**src/rtl/core/fwsi_pkg.sv**
```systemverilog
// shared types and constants for the flow warp source index core
`default_nettype none

package fwsi_pkg;

  localparam int FlowDepth  = 4096;
  localparam int SlotW      = $clog2(FlowDepth);
  localparam int QueueDepth = 4;
  localparam int QPtrW      = $clog2(QueueDepth);

  localparam logic FUNC_WRITE = 1'b0;
  localparam logic FUNC_QUERY = 1'b1;

  typedef enum logic [2:0] {
    CFG_GRID_COLS,
    CFG_GRID_ROWS,
    CFG_FRAME_WIDTH,
    CFG_FRAME_HEIGHT,
    CFG_BLOCK_EDGE,
    CFG_BLOCKS_ACROSS,
    CFG_BLOCKS_DOWN
  } cfg_idx_t;

  typedef struct packed {
    logic               func;
    logic [11:0]        block_slot;
    logic signed [15:0] motion_dx;
    logic signed [15:0] motion_dy;
    logic [9:0]         cell_col;
    logic [9:0]         cell_row;
  } in_t;

  typedef struct packed {
    logic [9:0]  source_col;
    logic [9:0]  source_row;
    logic [19:0] source_index;
    logic [11:0] block_used;
  } out_t;

  // effective register values, already clamped to their legal ranges
  typedef struct packed {
    logic [10:0] cols;
    logic [10:0] rows;
    logic [12:0] fw;
    logic [12:0] fh;
    logic [8:0]  blk_edge;
    logic [8:0]  bx_cnt;
    logic [8:0]  by_cnt;
  } cfg_t;

  typedef struct packed {
    logic               func;
    logic [SlotW-1:0]   entry;
    logic signed [15:0] motion_dx;
    logic signed [15:0] motion_dy;
    logic [10:0]        col2p1;
    logic [10:0]        row2p1;
  } qitem_t;

endpackage

`default_nettype wire

```
**src/rtl/core/fwsi_front.sv**
```systemverilog
// front part: accepts transactions and finds the motion block of each query
`default_nettype none

module fwsi_front (
  input  wire logic            clk,
  input  wire logic            rst_n,
  input  wire fwsi_pkg::cfg_t  cfg,
  input  wire logic            in_valid,
  output logic                 in_stall,
  input  wire fwsi_pkg::in_t   in_pl,
  output logic                 q_push,
  output fwsi_pkg::qitem_t     q_item,
  input  wire logic            q_full
);
  import fwsi_pkg::*;

  typedef struct packed {
    logic               func;
    logic [SlotW-1:0]   slot;
    logic signed [15:0] motion_dx;
    logic signed [15:0] motion_dy;
    logic [10:0]        c2;
    logic [10:0]        r2;
    logic [23:0]        remx;
    logic [23:0]        remy;
    logic [19:0]        denx;
    logic [19:0]        deny;
    logic               ovfx;
    logic               ovfy;
    logic [7:0]         qx;
    logic [7:0]         qy;
  } fdiv_t;

  typedef struct packed {
    logic               func;
    logic [SlotW-1:0]   slot;
    logic signed [15:0] motion_dx;
    logic signed [15:0] motion_dy;
    logic [10:0]        c2;
    logic [10:0]        r2;
    logic [7:0]         bx;
    logic [7:0]         by;
  } fclmp_t;

  function automatic fdiv_t ovf_chk(fdiv_t s);
    fdiv_t r;
    begin
      r = s;
      r.ovfx = {4'b0, s.remx} >= {s.denx, 8'b0};
      r.ovfy = {4'b0, s.remy} >= {s.deny, 8'b0};
      return r;
    end
  endfunction

  function automatic fdiv_t bit_step(fdiv_t s, int b);
    fdiv_t       r;
    logic [27:0] shx;
    logic [27:0] shy;
    begin
      r   = s;
      shx = {8'b0, s.denx} << b;
      shy = {8'b0, s.deny} << b;
      if (!s.ovfx && ({4'b0, s.remx} >= shx)) begin
        r.remx  = s.remx - shx[23:0];
        r.qx[b] = 1'b1;
      end
      if (!s.ovfy && ({4'b0, s.remy} >= shy)) begin
        r.remy  = s.remy - shy[23:0];
        r.qy[b] = 1'b1;
      end
      return r;
    end
  endfunction

  logic        f_adv;
  logic [9:0]  v_r;
  logic        c_vld_r;
  logic        e_vld_r;
  fdiv_t       d_r [0:9];
  fdiv_t       s0_nxt;
  fclmp_t      c_r;
  fclmp_t      c_nxt;
  qitem_t      e_r;
  qitem_t      e_nxt;
  logic [18:0] cbx;
  logic [18:0] cby;
  logic [7:0]  bxm1;
  logic [7:0]  bym1;
  logic [16:0] lin;

  assign f_adv    = !(e_vld_r && q_full);
  assign in_stall = !f_adv;
  assign q_push   = e_vld_r && !q_full;
  assign q_item   = e_r;

  assign cbx  = {8'b0, cfg.cols} * {10'b0, cfg.blk_edge};
  assign cby  = {8'b0, cfg.rows} * {10'b0, cfg.blk_edge};
  assign bxm1 = 8'(cfg.bx_cnt - 9'd1);
  assign bym1 = 8'(cfg.by_cnt - 9'd1);

  always_comb begin
    s0_nxt           = '0;
    s0_nxt.func      = in_pl.func;
    s0_nxt.slot      = in_pl.block_slot;
    s0_nxt.motion_dx = in_pl.motion_dx;
    s0_nxt.motion_dy = in_pl.motion_dy;
    s0_nxt.c2        = {in_pl.cell_col, 1'b1};
    s0_nxt.r2        = {in_pl.cell_row, 1'b1};
    s0_nxt.remx      = {13'b0, in_pl.cell_col, 1'b1} * {11'b0, cfg.fw};
    s0_nxt.remy      = {13'b0, in_pl.cell_row, 1'b1} * {11'b0, cfg.fh};
    s0_nxt.denx      = {cbx, 1'b0};
    s0_nxt.deny      = {cby, 1'b0};
  end

  always_comb begin
    c_nxt.func      = d_r[9].func;
    c_nxt.slot      = d_r[9].slot;
    c_nxt.motion_dx = d_r[9].motion_dx;
    c_nxt.motion_dy = d_r[9].motion_dy;
    c_nxt.c2        = d_r[9].c2;
    c_nxt.r2        = d_r[9].r2;
    c_nxt.bx        = (d_r[9].ovfx || d_r[9].qx > bxm1) ? bxm1 : d_r[9].qx;
    c_nxt.by        = (d_r[9].ovfy || d_r[9].qy > bym1) ? bym1 : d_r[9].qy;
  end

  assign lin = ({9'b0, c_r.by} * {8'b0, cfg.bx_cnt}) + {9'b0, c_r.bx};

  always_comb begin
    e_nxt.func      = c_r.func;
    e_nxt.entry     = (c_r.func == FUNC_QUERY) ? lin[SlotW-1:0] : c_r.slot;
    e_nxt.motion_dx = c_r.motion_dx;
    e_nxt.motion_dy = c_r.motion_dy;
    e_nxt.col2p1    = c_r.c2;
    e_nxt.row2p1    = c_r.r2;
  end

  always_ff @(posedge clk) begin
    if (!rst_n) begin
      v_r     <= '0;
      c_vld_r <= 1'b0;
      e_vld_r <= 1'b0;
    end else if (f_adv) begin
      v_r     <= {v_r[8:0], in_valid};
      c_vld_r <= v_r[9];
      e_vld_r <= c_vld_r;
    end
  end

  always_ff @(posedge clk) begin
    if (f_adv) begin
      d_r[0] <= s0_nxt;
      d_r[1] <= ovf_chk(d_r[0]);
      for (int k = 2; k <= 9; k++) begin
        d_r[k] <= bit_step(d_r[k-1], 9 - k);
      end
      c_r <= c_nxt;
      e_r <= e_nxt;
    end
  end

endmodule

`default_nettype wire

```
**config.mk**
```make
export PLATFORM = sky130hd
export DESIGN_NAME = fwsi_front
export DESIGN_NICKNAME = d
export VERILOG_FILES = /design/src/rtl/core/fwsi_pkg.sv /design/src/rtl/core/fwsi_front.sv
export SDC_FILE = /design/constraint.sdc
export NUM_CORES = 2
export LEC_CHECK = 0
export ABC_AREA = 1
export BUFFER_PORTS_ARGS = -buffer_cell sky130_fd_sc_hd__clkbuf_2
export CAP_MARGIN = 20
export CORE_MARGIN = 2
export CORE_UTILIZATION = 65
export DETAILED_ROUTE_END_ITERATION = 7
export PLACE_DENSITY = 0.82
export SLEW_MARGIN = 5
export SYNTH_ARGS = -nofsm -noshare
export SYNTH_HDL_FRONTEND = slang
export SYNTH_SLANG_ARGS = --single-unit
```
**constraint.sdc**
```tcl
create_clock -name clk -period 102.2 [get_ports clk]
set_clock_uncertainty 0.15 [all_clocks]
set_input_delay 5.11 -clock clk [delete_from_list [all_inputs] [get_ports clk]]
set_output_delay 5.11 -clock clk [all_outputs]
set_load 0.1 [all_outputs]
```
==> results by group <==
Die
  – Die ar.: 146,000 µm²
  – Die H: 382 µm
  – Die W: 382 µm
  – Initial core utilization: 65.7%
  – I/O pins: 213
  – Core area: 142,000 µm²
  – Row cnt: 138

Timing
  – Max frequency: 0.0826 GHz
  – Slew Viols, Final: 0
  – Setup WS post-layout: 90.09 ns
  – Post-route minimum period: 12.11 ns
  – Max-slew headroom: 30.6%
  – Fin crit share: 11.8%
  – Unrepaired setup endpoints after global routing: no
  – Final Hold Fails: 0
  – Setup TNS: 0 ns
  – Least-Margin Pin Slew: 1.04 ns
  – Endpoints failing setup: 0

Synth
  – FF+latch count, synth: 1,672
  – Largest family of logic cells by synthesized area: simple AND/OR/NAND/NOR gates
  – Synth Instances: 9,286
  – Top_reg_cell synth: edfxtp_1
  – Leading area contributor after synthesis: edfxtp_1
  – Synth top area share: 53.6%
  – Synth unique cells: 52
  – Post-synthesis simple-gate area fraction: 17.0%
  – Top-count cell post-synth: nand2_1
  – Synth top cells by count: nand2_1, inv_1, edfxtp_1, ha_1, nor2_1
  – Post-synthesis adder-cell area fraction: 15.7%
  – Post-synth EDFFs: 1,660
  – XOR/XNOR Fraction of Synth Area: 1.90%
  – Register area share after synthesis: 53.8%
  – Compound-gate portion of the synthesized area: 3.31%
  – Synth area leaders: edfxtp_1, nand2_1, fa_1
  – Mux share of post-synthesis cell area: 0%
  – Avg Inst Size Synth: 10.0 µm²
  – Ys async rst share: 0%
  – Synth Cell Area: 93,100 µm²
  – YS warnings: 0

Placement
  – Placement Cell Area: 95,900 µm²
  – Cell count after placement: 11,300
  – Place WS: 90.19 ns
  – Number of port buffers: 209
  – Global placement routability congestion: 0.934
  – DP Wirelength: 138,000 µm

Clock network
  – CTS Buf Count: 166
  – Later-pin clock latency in the skew report: 0.82 ns
  – CTS Root Cell: clkbuf_16
  – Clock sinks: 1,672
  – H-Tree Depth: 4
  – Post-CTS setup buffer count: 0
  – Hold_buf cts: 0
  – CTS tree: done
  – CTS clk-pin slew, worst paths: 0.06 ns
  – Post-cts sizing count: 0
  – Bufs on Longest Clock Path: 3

Global routing
  – Total gr overflow: 0
  – Total GRT Usage: 26.3%
  – Met2 Use GR: 47.2%
  – Vias in the first global route: 62,500
  – First-pass GRT wire length: 308,000 µm
  – Initial antenna violation count: 3
  – Met1 Use GR: 32.3%
  – Pin count of the biggest net entering global routing: 153
  – GRT Max-Usage Layer: met2
  – Routing usage on met3: 3.28%

Routing
  – Post-Route WL: 190,000 µm
  – Vias: 61,600
  – DRT antenna net count: 0
  – DR pass1 iterations: 5
  – DRC: 0
  – DRT iter0 DRCs: 4,492
  – Routed WL per cell: 16.4 µm
  – DR vias/cell: 5.33

Power and ir drop
  – Leakage: 0.0496 µW
  – Clock power frac: 16.6%
  – Combinational share of power: 51.5%
  – Switch Pwr: 1580 µW
  – Share of power burned in registers: 31.9%
  – Cell Int Power: 2010 µW
  – PD cells: 35.4 nW/µm²
  – Switching portion of total power: 44.0%
  – Max rail drop VDD: 0.0912 mV
  – Total power: 3590 µW

Critical path
  – Critical path class: input port to output port
  – Crit path DAT: 6.85 ns
  – Crit. End Element: output port
  – Crit path required time: 96.94 ns
  – Startpoint class of the critical path: input port
  – Worst-path fanout max: 68

Final layout
  – Multi-input logic area: 35,300 µm²
  – NumNets Final: 10,600
  – Reg area: 50,100 µm²
  – Non-filler cells, final: 11,600
  – Design area: 101,000 µm²
  – Syn-to-layout area delta: 8.95%
  – Fill cells: 9,946
  – Share of layout cells above drive strength 1: 5.64%

Hold path
  – Worst min path class: register to register

Flow run
  – Max Cap Violations: 0

Outcome
  – Status: finished, final reports clean
==> state kept, by name, indices dropped and copies added (netlist names) <==
register,flops
c_vld_r,1
c_r,81
v_r,10
q_item,65
d_r,1514
e_vld_r,1
==> final timing paths <==
check,from,to,slack [ns],cells past startpoint
setup / recovery,q_full,in_stall,90.09,4
hold / removal,d_r[3][158]$_DFFE_PN_,d_r[4][158]$_DFFE_PN_,0.24,0
hold reg to reg,d_r[3][158]$_DFFE_PN_,d_r[4][158]$_DFFE_PN_,0.24,0
setup reg to reg,e_vld_r$_SDFFE_PN0N_,c_r[51]$_DFFE_PN_,97.21,6
==> critical path, cell delays in order <==
cell and delay [ns]:
clkbuf_2 0.12, nand2_4 0.47, inv_1 0.57, clkbuf_2 0.55
==> through the flow <==
stage / utilization (%) / hold slack (ns)
global route: 71.5 / 0.250
global placement: 67.7 / 0.250
CTS: 71.5 / 0.246
detailed placement: 67.7 / 0.255
finish: 71.5 / 0.244
floorplan: - / 0.250
==> cell type report <==
type | count | area share (%)
timing repair buffer | 236 | 1.30
inverter | 1851 | 6.85
sequential | 1672 | 49.4
multi-input combinational | 5611 | 34.8
tap | 1890 | 2.33
antenna | 1 | 0.00247
clock inverter | 117 | 1.14
clock buffer | 184 | 4.16
==> cells by family after synthesis <==
family	count (synthesis)
simple gates	3887
flops	1672
buf+inv	2004
compound gates	580
xor+xnor	202
fa+ha+maj	940
other cells	1
==> power by group through the flow <==
stage | Combinational (µW) | Clock [µW] | Sequential, µW
after detailed placement | 1820 | 0 | 1150
final | 1850 | 594 | 1140
after CTS | 1840 | 605 | 1140
after global placement | 1770 | 0 | 1150
after floorplan | 1390 | 0 | 1130
after global routing | 2110 | 630 | 1160
==> metal layers <==
layer	share of wire (%)	wire length [µm]
met1	40	75500
met2	52	97900
met5	0.0037	7
met4	3.7	7100
met3	4.8	9020
==> layout by cell type, fill, tap and decap left out, types with 18 or more instances in the layout <==
cell       netlist  layout
nand3_1        335     335
nand4_1        110     110
nor3_1          54      54
o21ai_1         23      23
inv_1         1835    1835
edfxtp_1      1660    1660
o21ai_0        208     208
clkinv_1         7      55
o21bai_1        21      21
clkinv_2         0      24
nand3b_1        41      41
nand2_1       2812    2811
fa_1           378     378
buf_4           14      23
a21oi_1        284     284
ha_1           562     562
xnor2_1         86      86
clkbuf_1       102      18
nor2_1         460     460
clkbuf_2         2     209
clkbuf_16        0     166
xor2_1         116     116
Power figures use the tool's default switching activity.
