==> src/rtl/core/fwsi_pkg.sv <==
// shared types and constants for the flow warp source index core
`default_nettype none

package fwsi_pkg;

  localparam int FlowDepth  = 4096;
  localparam int SlotW      = $clog2(FlowDepth);
  localparam int QueueDepth = 4;
  localparam int QPtrW      = $clog2(QueueDepth);

  localparam logic FUNC_WRITE = 1'b0;
  localparam logic FUNC_QUERY = 1'b1;

  typedef enum logic [2:0] {
    CFG_GRID_COLS,
    CFG_GRID_ROWS,
    CFG_FRAME_WIDTH,
    CFG_FRAME_HEIGHT,
    CFG_BLOCK_EDGE,
    CFG_BLOCKS_ACROSS,
    CFG_BLOCKS_DOWN
  } cfg_idx_t;

  typedef struct packed {
    logic               func;
    logic [11:0]        block_slot;
    logic signed [15:0] motion_dx;
    logic signed [15:0] motion_dy;
    logic [9:0]         cell_col;
    logic [9:0]         cell_row;
  } in_t;

  typedef struct packed {
    logic [9:0]  source_col;
    logic [9:0]  source_row;
    logic [19:0] source_index;
    logic [11:0] block_used;
  } out_t;

  // effective register values, already clamped to their legal ranges
  typedef struct packed {
    logic [10:0] cols;
    logic [10:0] rows;
    logic [12:0] fw;
    logic [12:0] fh;
    logic [8:0]  blk_edge;
    logic [8:0]  bx_cnt;
    logic [8:0]  by_cnt;
  } cfg_t;

  typedef struct packed {
    logic               func;
    logic [SlotW-1:0]   entry;
    logic signed [15:0] motion_dx;
    logic signed [15:0] motion_dy;
    logic [10:0]        col2p1;
    logic [10:0]        row2p1;
  } qitem_t;

endpackage

`default_nettype wire

==> src/rtl/core/fwsi_fifo.sv <==
// short queue between the front and back parts
`default_nettype none

module fwsi_fifo (
  input  wire logic              clk,
  input  wire logic              rst_n,
  input  wire logic              push,
  input  wire fwsi_pkg::qitem_t  push_item,
  output logic                   full,
  input  wire logic              pop,
  output fwsi_pkg::qitem_t       head_item,
  output logic                   empty
);
  import fwsi_pkg::*;

  qitem_t           mem_r [0:QueueDepth-1];
  logic [QPtrW-1:0] wr_ptr_r;
  logic [QPtrW-1:0] rd_ptr_r;
  logic [QPtrW:0]   cnt_r;

  assign head_item = mem_r[rd_ptr_r];
  assign empty     = (cnt_r == '0);
  assign full      = (cnt_r == (QPtrW+1)'(QueueDepth));

  always_ff @(posedge clk) begin
    if (push) begin
      mem_r[wr_ptr_r] <= push_item;
    end
  end

  always_ff @(posedge clk) begin
    if (!rst_n) begin
      wr_ptr_r <= '0;
      rd_ptr_r <= '0;
      cnt_r    <= '0;
    end else begin
      if (push) begin
        wr_ptr_r <= wr_ptr_r + 1'b1;
      end
      if (pop) begin
        rd_ptr_r <= rd_ptr_r + 1'b1;
      end
      if (push && !pop) begin
        cnt_r <= cnt_r + 1'b1;
      end else if (pop && !push) begin
        cnt_r <= cnt_r - 1'b1;
      end
    end
  end

  a_no_overflow: assert property (@(posedge clk) disable iff (!rst_n) push |-> !full)
    else $error("queue push while full");
  a_no_underflow: assert property (@(posedge clk) disable iff (!rst_n) pop |-> !empty)
    else $error("queue pop while empty");
  a_cnt_range: assert property (@(posedge clk) disable iff (!rst_n)
    cnt_r <= (QPtrW+1)'(QueueDepth))
    else $error("queue count out of range");

endmodule

`default_nettype wire

==> config.mk <==
export PLATFORM = sky130hd
export DESIGN_NAME = fwsi_fifo
export DESIGN_NICKNAME = d
export VERILOG_FILES = /design/src/rtl/core/fwsi_pkg.sv /design/src/rtl/core/fwsi_fifo.sv
export SDC_FILE = /design/constraint.sdc
export NUM_CORES = 1
export LEC_CHECK = 0
export ABC_AREA = 1
export BUFFER_PORTS_ARGS = -buffer_cell sky130_fd_sc_hd__buf_4
export CAP_MARGIN = 20
export CORE_ASPECT_RATIO = 0.6
export CORE_MARGIN = 10
export CORE_UTILIZATION = 30
export DETAILED_ROUTE_END_ITERATION = 6
export HOLD_SLACK_MARGIN = 0.1
export SETUP_SLACK_MARGIN = 0.3
export SLEW_MARGIN = 20
export SYNTH_ARGS = -nofsm -noshare
export SYNTH_HDL_FRONTEND = slang
export SYNTH_SLANG_ARGS = --single-unit
==> constraint.sdc <==
create_clock -name clk -period 4.5 [get_ports clk]
set_clock_uncertainty 0.15 [all_clocks]
set_input_delay 0.9 -clock clk [delete_from_list [all_inputs] [get_ports clk]]
set_output_delay 0.9 -clock clk [all_outputs]
set_load 0.005 [all_outputs]
==> flow_summary.ini, run 1 <==
[outcome]
status = completed

[global_route]
antenna_found_initial = 0
overflow = 0
grt_pass1_vias = 6337
grt_pass1_wl_um = 37400
grt_max_degree = 135
grt_util_all_layers = 0.112

[sta]
holdWs_ns = 0.277
fmax_ghz = 0.275
slew_headroom = 0.282
tns_ns = 0
rsz0062_at_grt = false
setup_viol = 0
period_share = 0.808
slew_viol_final = 0
setup_ws_ns = 0.866
post-route-min-period_ns = 3.63
worst_pin_slew_ns = 1.08
hold_viol_final = 0

[drt]
wl_per_cell_um = 18.5
drc_errors = 0
routed_wl_um = 24300
vias = 6081
first_iter_violations = 476
antenna_left = 0
viasPerCell = 4.62
drtPass1Iterations = 4

[floorplanning]
rows = 52
initial_core_util = 0.306
core_mm2 = 0.0339
fp.dieArea_mm2 = 0.0427
die_x_um = 260
die_y_um = 164
io_pins = 140

[worst_hold_path]
holdPathStages = 1
min_from = rd_ptr_r[1]$_SDFFE_PN0P_
hp-class = flip-flop to flip-flop

[synthesis]
yosysUniqueCellTypes = 22
synth_edf_count = 268
seq_area_frac_synth = 0.793
netlist_area_mm2 = 0.0104
syn_inst = 706
avgSynthCellArea_um2 = 14.7
synth_warnings = 0
synth_top_flop_cell = edfxtp_1
yosysTopAreaCellShare = 0.775
async_flop_share = 0
synth_area_leaders = edfxtp_1 (78%), o21ai_0 (6.6%), nor2_1 (5.0%)
yosysMostFrequentCell = edfxtp_1
synthTopCellsByCount = edfxtp_1 (268), nor2_1 (139), o21ai_0 (137)
synth_nets = 783
synth_top_cell_by_area = edfxtp_1
ys_ff_latch = 277

[placed_design]
hpwl_um = 14200
place_ws_ns = 1.46
place_congestion = 0.686
place_inst = 1271
io_buffers = 139

[run]
cap_violations = 0

[clock_network]
cts_tree = done
cts_max_level = 1
cts.repair.resized = 0
clk_latency_ns = 0.54
clkSlewWorstSetupHoldPaths_ns = 0.06
root_buffer = clkbuf_16
clock_path_buffers = 3
cts_setup_buffers = 0
numCtsBuffers = 26
clock_sinks = 277
holdBufCountCts = 0

[power_and_ir_drop]
ir_drop_mv = 0.267
leakagePower_uw = 0.00439
p_per_area_mw_per_mm2 = 454

[setup_path]
crit_required_ns = 3.45
worst_setup_path_end_kind = output port
cp.arrival_ns = 2.58
r2r-end = mem_r[2][44]$_DFFE_PP_
setup.worst_path.class = flip-flop to output port
start_kind = flip-flop
r2r_setup_slack_ns = 2.19
critPathMaxFanout = 134
rr_startpoint = wr_ptr_r[0]$_SDFFE_PN0P_
r2r_cells = 5

[finish]
layout.cells.non_filler = 1317
nFillCells = 3210
drive_gt1_frac = 0.231
nets = 917
syn2layout_area_growth_pct = 22.5
antenna-diode-count = 0
==> layout by cell type (no fill, tap or decap), types with 2 or more instances in the layout <==
| master | instances |
|---|---|
| a21oi_1 | 4 |
| buf_12 | 3 |
| buf_4 | 146 |
| bufinv_16 | 4 |
| clkbuf_1 | 2 |
| clkbuf_16 | 27 |
| clkinv_1 | 3 |
| clkinv_2 | 11 |
| clkinvlp_4 | 2 |
| dfxtp_1 | 7 |
| edfxtp_1 | 268 |
| ha_1 | 5 |
| inv_1 | 11 |
| nand2_1 | 9 |
| nor2_1 | 139 |
| nor3_1 | 2 |
| o21ai_0 | 137 |
| o21ai_1 | 3 |
| o22ai_1 | 67 |
==> cells by family after synthesis <==
family          Yosys count  share of synthesized area
buf+inv                  60                     0.0341
flops                   277                      0.793
fa+ha+maj                 6                    0.00795
compound gates          211                      0.110
simple gates            152                     0.0556
==> per-layer routing <==
metal	up-vias	routed length, um	global-route usage
li1	2912	-	-
met1	3017	11600	0.151
met2	133	10900	0.176
met4	0	310	0.0211
met3	19	1480	0.0325
met5	-	0	0
==> metrics by stage <==
stage | utilization | power (uW) | cell area, um2
after floorplan | - | 3280 | 10400
after global placement | 0.349 | 3580 | 11800
after detailed placement | 0.349 | 3590 | 11800
after CTS | 0.375 | 5860 | 12700
after global routing | 0.375 | 6020 | 12700
final | 0.375 | 5780 | 12700
==> final cells by class <==
type / count / area, um2 / area share
Sequential cell: 277 / 8230 / 0.648
Clock buffer: 30 / 697 / 0.0548
Clock inverter: 16 / 181 / 0.0143
Timing Repair Buffer: 149 / 1160 / 0.0909
Inverter: 17 / 73.8 / 0.00581
Tap cell: 459 / 574 / 0.0452
Multi-Input combinational cell: 369 / 1800 / 0.142
==> state kept, by name (all words and copies together), names as in the netlist, named ones only <==
name,count
mem_r,268
cnt_r,3
rd_ptr_r,2
wr_ptr_r,2
==> power breakdown <==
group / leakage (uW) / internal (uW) / total, uW / switching, uW
clock network: 0.000431 / 1330 / 2260 / 924
registers: 0.00254 / 2950 / 2980 / 34.8
logic: 0.00142 / 223 / 538 / 315
==> how the worst max path moves through the flow <==
stage,startpoint,to,slack [ns],cells after the start
floorplan,push,mem_r[0][0]$_DFFE_PP_,1.69,2
global placement,flip-flop,head_item[8],1.50,4
detailed placement,flip-flop,head_item[58],1.46,4
CTS,flip-flop,head_item[58],0.86,4
global route,flip-flop,head_item[8],0.68,4
finish,flip-flop,head_item[39],0.87,4
==> critical path, stage by stage (launching register included) <==
cell and delay (ns):
dfxtp_4 0.49, inv_6 0.65, o21ai_0 0.17, o22ai_1 0.29
buf_4 0.18
Power figures use the tool's default switching activity.
==> inputs of run 2 (changes only) <==
ABC_AREA = 0   (was 1)
clock period = 3.7 ns   (was 4.5 ns; I/O delays follow)
==> run 2 against run 1 <==
Effect of this change: design area barely moved; combinational power up 33%; synthesized area decreased by 2.3%; clock power up 24%; first-iteration DRC count down 48%; core utilization is 0.42 points higher; critical path depth is 1 lower; worst setup slack worse by 0.26 ns.
==> flow_summary.ini, run 2 <==
[outcome]
status = completed

[setup_path]
cpPeakStageDelay_ns = 0.61
crit_required_ns = 2.81
worst_setup_path_end_kind = output port
setup.worst_path.class = flip-flop to output port
critPathMaxFanout = 27
cp.arrival_ns = 2.20
slowest_stage = dfxtp_4
crit_chain = buf_12 > mux4_2 > buf_4
start_kind = flip-flop

[synthesis]
synth_area_leaders = edfxtp_1 (79%), mux4_2 (15%), dfxtp_1 (1.8%)
synth_top_flop_cell = edfxtp_1
synth_top_cell_by_area = edfxtp_1
seq_area_frac_synth = 0.811
synth_warnings = 0
syn_inst = 393
synth_nets = 470
synthTopCellsByCount = edfxtp_1 (268), mux4_2 (67), and2_1 (9), dfxtp_1 (9), ha_1 (5)
yosysUniqueCellTypes = 22
yosysTopAreaCellShare = 0.793
avgSynthCellArea_um2 = 25.8
netlist_area_mm2 = 0.0101
ys_ff_latch = 277
yosysMostFrequentCell = edfxtp_1
synth_edf_count = 268
async_flop_share = 0

[clock_network]
cts_tree = done
root_buffer = clkbuf_16
holdBufCountCts = 0
cts_setup_buffers = 0
cts_max_level = 1
clock_sinks = 277
clk_latency_ns = 0.52
cts.repair.resized = 0
numCtsBuffers = 27
clock_path_buffers = 3
clkSlewWorstSetupHoldPaths_ns = 0.07

[finish]
reg_top3 = mem_r: 268 flops, cnt_r: 3 flops
syn2layout_area_growth_pct = 25.2
fin_util = 0.379
nets = 630
antenna-diode-count = 0
mostFrequentLayoutCell = edfxtp_1
layout_common_cells = edfxtp_1 (268), buf_4 (139), mux4_2 (67), clkbuf_16 (27), dfxtp_1 (7)
largest_reg_flops = 268
drive_gt1_frac = 0.450
regMostFlops = mem_r
finish.instance_area_mm2 = 0.0127

[power_and_ir_drop]
ir_drop_mv = 0.311
power_frac_seq = 0.511
netSwitchingPower_uw = 1500
intPower_uw = 5680
p_per_area_mw_per_mm2 = 565
pwr-share-clk = 0.390
swShare = 0.208
leakagePower_uw = 0.00421
p_comb_frac = 0.100

[floorplanning]
fp.dieArea_mm2 = 0.0418
initial_core_util = 0.303
die_x_um = 257
rows = 52
die_y_um = 162
io_pins = 140
core_mm2 = 0.0335

[sta]
hold_viol_final = 0
post-route-min-period_ns = 3.09
period_share = 0.835
fmax_ghz = 0.324
worst_pin_slew_ns = 0.561
rsz0062_at_grt = false
setup_viol = 0
slew_viol_final = 0
slew_headroom = 0.626
tns_ns = 0

[placed_design]
postPlaceCellArea_mm2 = 0.0117
place_congestion = 0.732
hpwl_um = 12800
io_buffers = 139

[run]
cap_violations = 0

[global_route]
antenna_found_initial = 0
overflow = 0
grt_util_all_layers = 0.100
grt_max_degree = 68
grt_pass1_vias = 5119
grt_pass1_wl_um = 32200

[drt]
first_iter_violations = 246
routed_wl_um = 21200
viasPerCell = 4.47
drc_errors = 0
antenna_left = 0
drtPass1Iterations = 4
wl_per_cell_um = 20.6
vias = 4609

[worst_hold_path]
hp-class = input port to flip-flop
## run 2: cell types whose count changed after synthesis, moves of 4 or more
| cell | delta |
|---|---|
| buf_6 | -9 |
| and2_1 | +9 |
| buf_12 | +4 |
| o22ai_1 | -67 |
| mux4_2 | +67 |
| nand2_1 | -8 |
| clkbuf_2 | -7 |
| o21ai_0 | -136 |
| inv_1 | -11 |
| nor2_1 | -139 |
| clkbuf_1 | -8 |
| a21oi_1 | -4 |
| buf_2 | -10 |
## run 2: final timing paths
kind	startpoint	end	slack (ns)	cells past startpoint
setup reg to reg	wr_ptr_r[0]$_SDFFE_PN0P_	mem_r[3][49]$_DFFE_PP_	1.82	3
setup / recovery	flip-flop	head_item[48]	0.61	3
hold / removal	push_item[44]	mem_r[1][44]$_DFFE_PP_	0.25	1
hold reg to reg	cnt_r[2]$_SDFFE_PN0P_	cnt_r[2]$_SDFFE_PN0P_	0.42	2
## run 2: final cells by class
type | count | area [um2]
Inverter | 4 | 15.0
Multi-Input combinational cell | 97 | 1770
Timing Repair Buffer | 146 | 1210
Tap cell | 459 | 574
Clock buffer | 33 | 698
Sequential cell | 277 | 8240
Fill cell | 3018 | 20800
Clock inverter | 14 | 203
## run 2: kinds of logic (layout without fill, tap and decap cells)
logic type | after synthesis | count (layout) | synth area share
flip-flops | 277 | 277 | 0.811
multiplexers | 69 | 69 | 0.151
buffers and inverters | 19 | 197 | 0.0158
AND/OR/NAND/NOR | 15 | 15 | 0.00900
adder cells (fa/ha/maj) | 6 | 6 | 0.00814
XOR/XNOR | 5 | 5 | 0.00432
AO/OA/AOI/OAI | 2 | 2 | 0.00123
## run 2: power groups by stage
| stage | clock network, uW | registers [uW] | logic, uW |
|---|---|---|---|
| 2_1_floorplan | 0 | 3700 | 368 |
| 3_3_place_gp | 0 | 3730 | 699 |
| 3_5_place_dp | 0 | 3740 | 719 |
| 4_1_cts | 2910 | 3670 | 723 |
| 5_1_grt | 3030 | 3680 | 776 |
| 6_report | 2800 | 3670 | 716 |
## run 2: stage by stage
step	std cells	setup slack [ns]	hold WS, ns	power, uW
finish	1030	0.611	0.249	7180
global route	1030	0.425	0.217	7490
CTS	1026	0.505	0.212	7310
detailed placement	979	1.10	0.378	4460
global placement	979	1.10	0.333	4430
floorplan	393	0.805	0.322	4070
## run 2: layer usage
metal,track usage,vias up,wire length (um)
met3,0.0353,36,1460
met5,0,-,0
li1,-,1988,-
met1,0.122,2450,8830
met4,0.0256,0,476
met2,0.168,135,10500
## run 2: critical path: cells and delay by family (launching register included)
kind                   cells  cell delay [ns]
buffers and inverters      2             0.46
flip-flops                 1             0.61
multiplexers               1             0.58
==> inputs of run 3 (changes only) <==
ABC_AREA = 1   (was 0)
clock period = 2.9 ns   (was 3.7 ns; I/O delays follow)
==> run 3 against run 2 <==
Effect of this change: largest power group unchanged; sequential power increased by 26%; critical path type unchanged; non-clock buffer count increased by 96; critical endpoint is now head_item[39]; die area increased by 2.1%.
==> flow_summary.ini, run 3 (same netlist as run 1, synthesis figures left out) <==
[finish]
regMostFlops = mem_r
drive_gt1_frac = 0.246
largest_reg_flops = 268
regArea_mm2 = 0.00824
reg_top3 = mem_r: 268 flops, cnt_r: 3 flops
syn2layout_area_growth_pct = 33.6
fin_util = 0.409
nets = 1011
multiInputGateArea_mm2 = 0.00185
layout_common_cells = edfxtp_1 (268), buf_4 (156), nor2_1 (138), o21ai_0 (116), dlygate4sd3_1 (66)
mostFrequentLayoutCell = edfxtp_1
nFillCells = 3108

[sta]
worst_pin_slew_ns = 0.631
setup_viol = 0
tns_ns = 0
fmax_ghz = 0.393
hold_viol_final = 0
rsz0062_at_grt = true
period_share = 0.876
slew_viol_final = 0
slew_headroom = 0.579
post-route-min-period_ns = 2.54

[setup_path]
crit_end = head_item[39]
critPathMaxFanout = 34
slowest_stage = dfxtp_4
rr_startpoint = wr_ptr_r[0]$_SDFFE_PN0P_
start_kind = flip-flop
worst_path_most_repeated_cell = buf_4
crit_chain = buf_4 > buf_6 > clkinv_16 > nor2_1 > o22ai_1 > buf_4
r2r_cells = 5
critPathTopFamily = buffers and inverters
crit_required_ns = 2.17
worst_setup_path_end_kind = output port
r2r_setup_slack_ns = 1.13
setup.worst_path.class = flip-flop to output port
cpPeakStageDelay_ns = 0.36
cp.arrival_ns = 1.81
r2r-end = mem_r[2][24]$_DFFE_PP_
path_depth = 6
cp.buffers_inverters = 4

[clock_network]
cts_tree = done
clock_path_buffers = 3
root_buffer = clkbuf_16
numCtsBuffers = 26
clock_sinks = 277
clkSlewWorstSetupHoldPaths_ns = 0.06
cts_max_level = 1
clk_latency_ns = 0.54

[placed_design]
io_buffers = 139
place_congestion = 0.699
hpwl_um = 14800

[power_and_ir_drop]
ir_drop_mv = 0.470
p_per_area_mw_per_mm2 = 655
leakagePower_uw = 0.00491

[floorplanning]
rows = 52
die_x_um = 260
core_mm2 = 0.0339
io_pins = 140
die_y_um = 164
initial_core_util = 0.306
fp.dieArea_mm2 = 0.0427

[outcome]
status = completed

[drt]
vias = 6624
drtPass1Iterations = 5
drc_errors = 0
wl_per_cell_um = 19.4
routed_wl_um = 27400
first_iter_violations = 480
antenna_left = 0
viasPerCell = 4.69

[global_route]
grt_max_degree = 69
antenna_found_initial = 1
grt_pass1_wl_um = 38300
overflow = 0
grt_util_all_layers = 0.115
grt_pass1_vias = 6515

[worst_hold_path]
hp-class = input port to flip-flop

[run]
cap_violations = 0
-- run 3: worst min path at each step --
stage	startpoint	end	slack, ns	cells after the start
after global placement	rd_ptr_r[1]$_SDFFE_PN0P_	flip-flop	0.28	1
after global routing	push_item[24]	mem_r[3][24]$_DFFE_PP_	0.11	1
after detailed placement	rd_ptr_r[1]$_SDFFE_PN0P_	flip-flop	0.28	1
final	push_item[24]	mem_r[0][24]$_DFFE_PP_	0.13	1
after floorplan	rd_ptr_r[1]$_SDFFE_PN0P_	flip-flop	0.26	1
after CTS	push_item[24]	mem_r[2][24]$_DFFE_PP_	0.10	1
-- run 3: final cells by class --
type | count | share of cell area
antenna | 1 | 0.000180
timing repair inverter | 1 | 0.00216
clock inverter | 15 | 0.0113
tap | 459 | 0.0414
inverter | 17 | 0.00776
multi-input combinational | 369 | 0.134
timing repair buffer | 242 | 0.160
sequential | 277 | 0.594
clock buffer | 31 | 0.0498
-- run 3: repair_timing --
item                                   4_1_cts  5_1_grt
gates resized for setup                      9       47
setup endpoints to repair                   67       54
hold buffers                                66        0
endpoints found under the hold margin      264        0
pin swaps                                    0        3
gates cloned                                 0        9
buffers inserted                             4        7
-- run 3: metrics by stage --
stage	area, um2	hold WS, ns	power, uW	worst slack [ns]	std cells
floorplan	10400	0.262	5090	0.413	706
global placement	11900	0.276	5580	0.588	1279
detailed placement	11900	0.275	5590	0.568	1279
CTS	13500	0.102	9080	0.271	1395
global route	13900	0.109	9460	0.246	1412
finish	13900	0.134	9090	0.359	1412
-- run 3: per-layer routing --
metal  part of all wire  up-vias  global-route usage
met5                  0        -                   0
met4              0.017        0              0.0242
met2               0.44      201               0.178
met3              0.059       31              0.0274
li1                   -     3109                   -
met1               0.48     3283               0.160
-- run 3: worst reg2reg max path, cell delays in order (launching register included) --
cell and delay (ns):
dfxtp_1 0.33, inv_1 0.12, ha_1 0.16, nand2_1 0.06, clkinv_2 0.05, buf_4 0.49
-- run 3: power by group --
part / switching (uW) / leakage [uW] / internal (uW) / total (uW)
logic: 581 / 0.00195 / 492 / 1070
clock network: 1440 / 0.000415 / 1960 / 3400
registers: 43.4 / 0.00254 / 4570 / 4610
total: 2060 / 0.00491 / 7030 / 9090
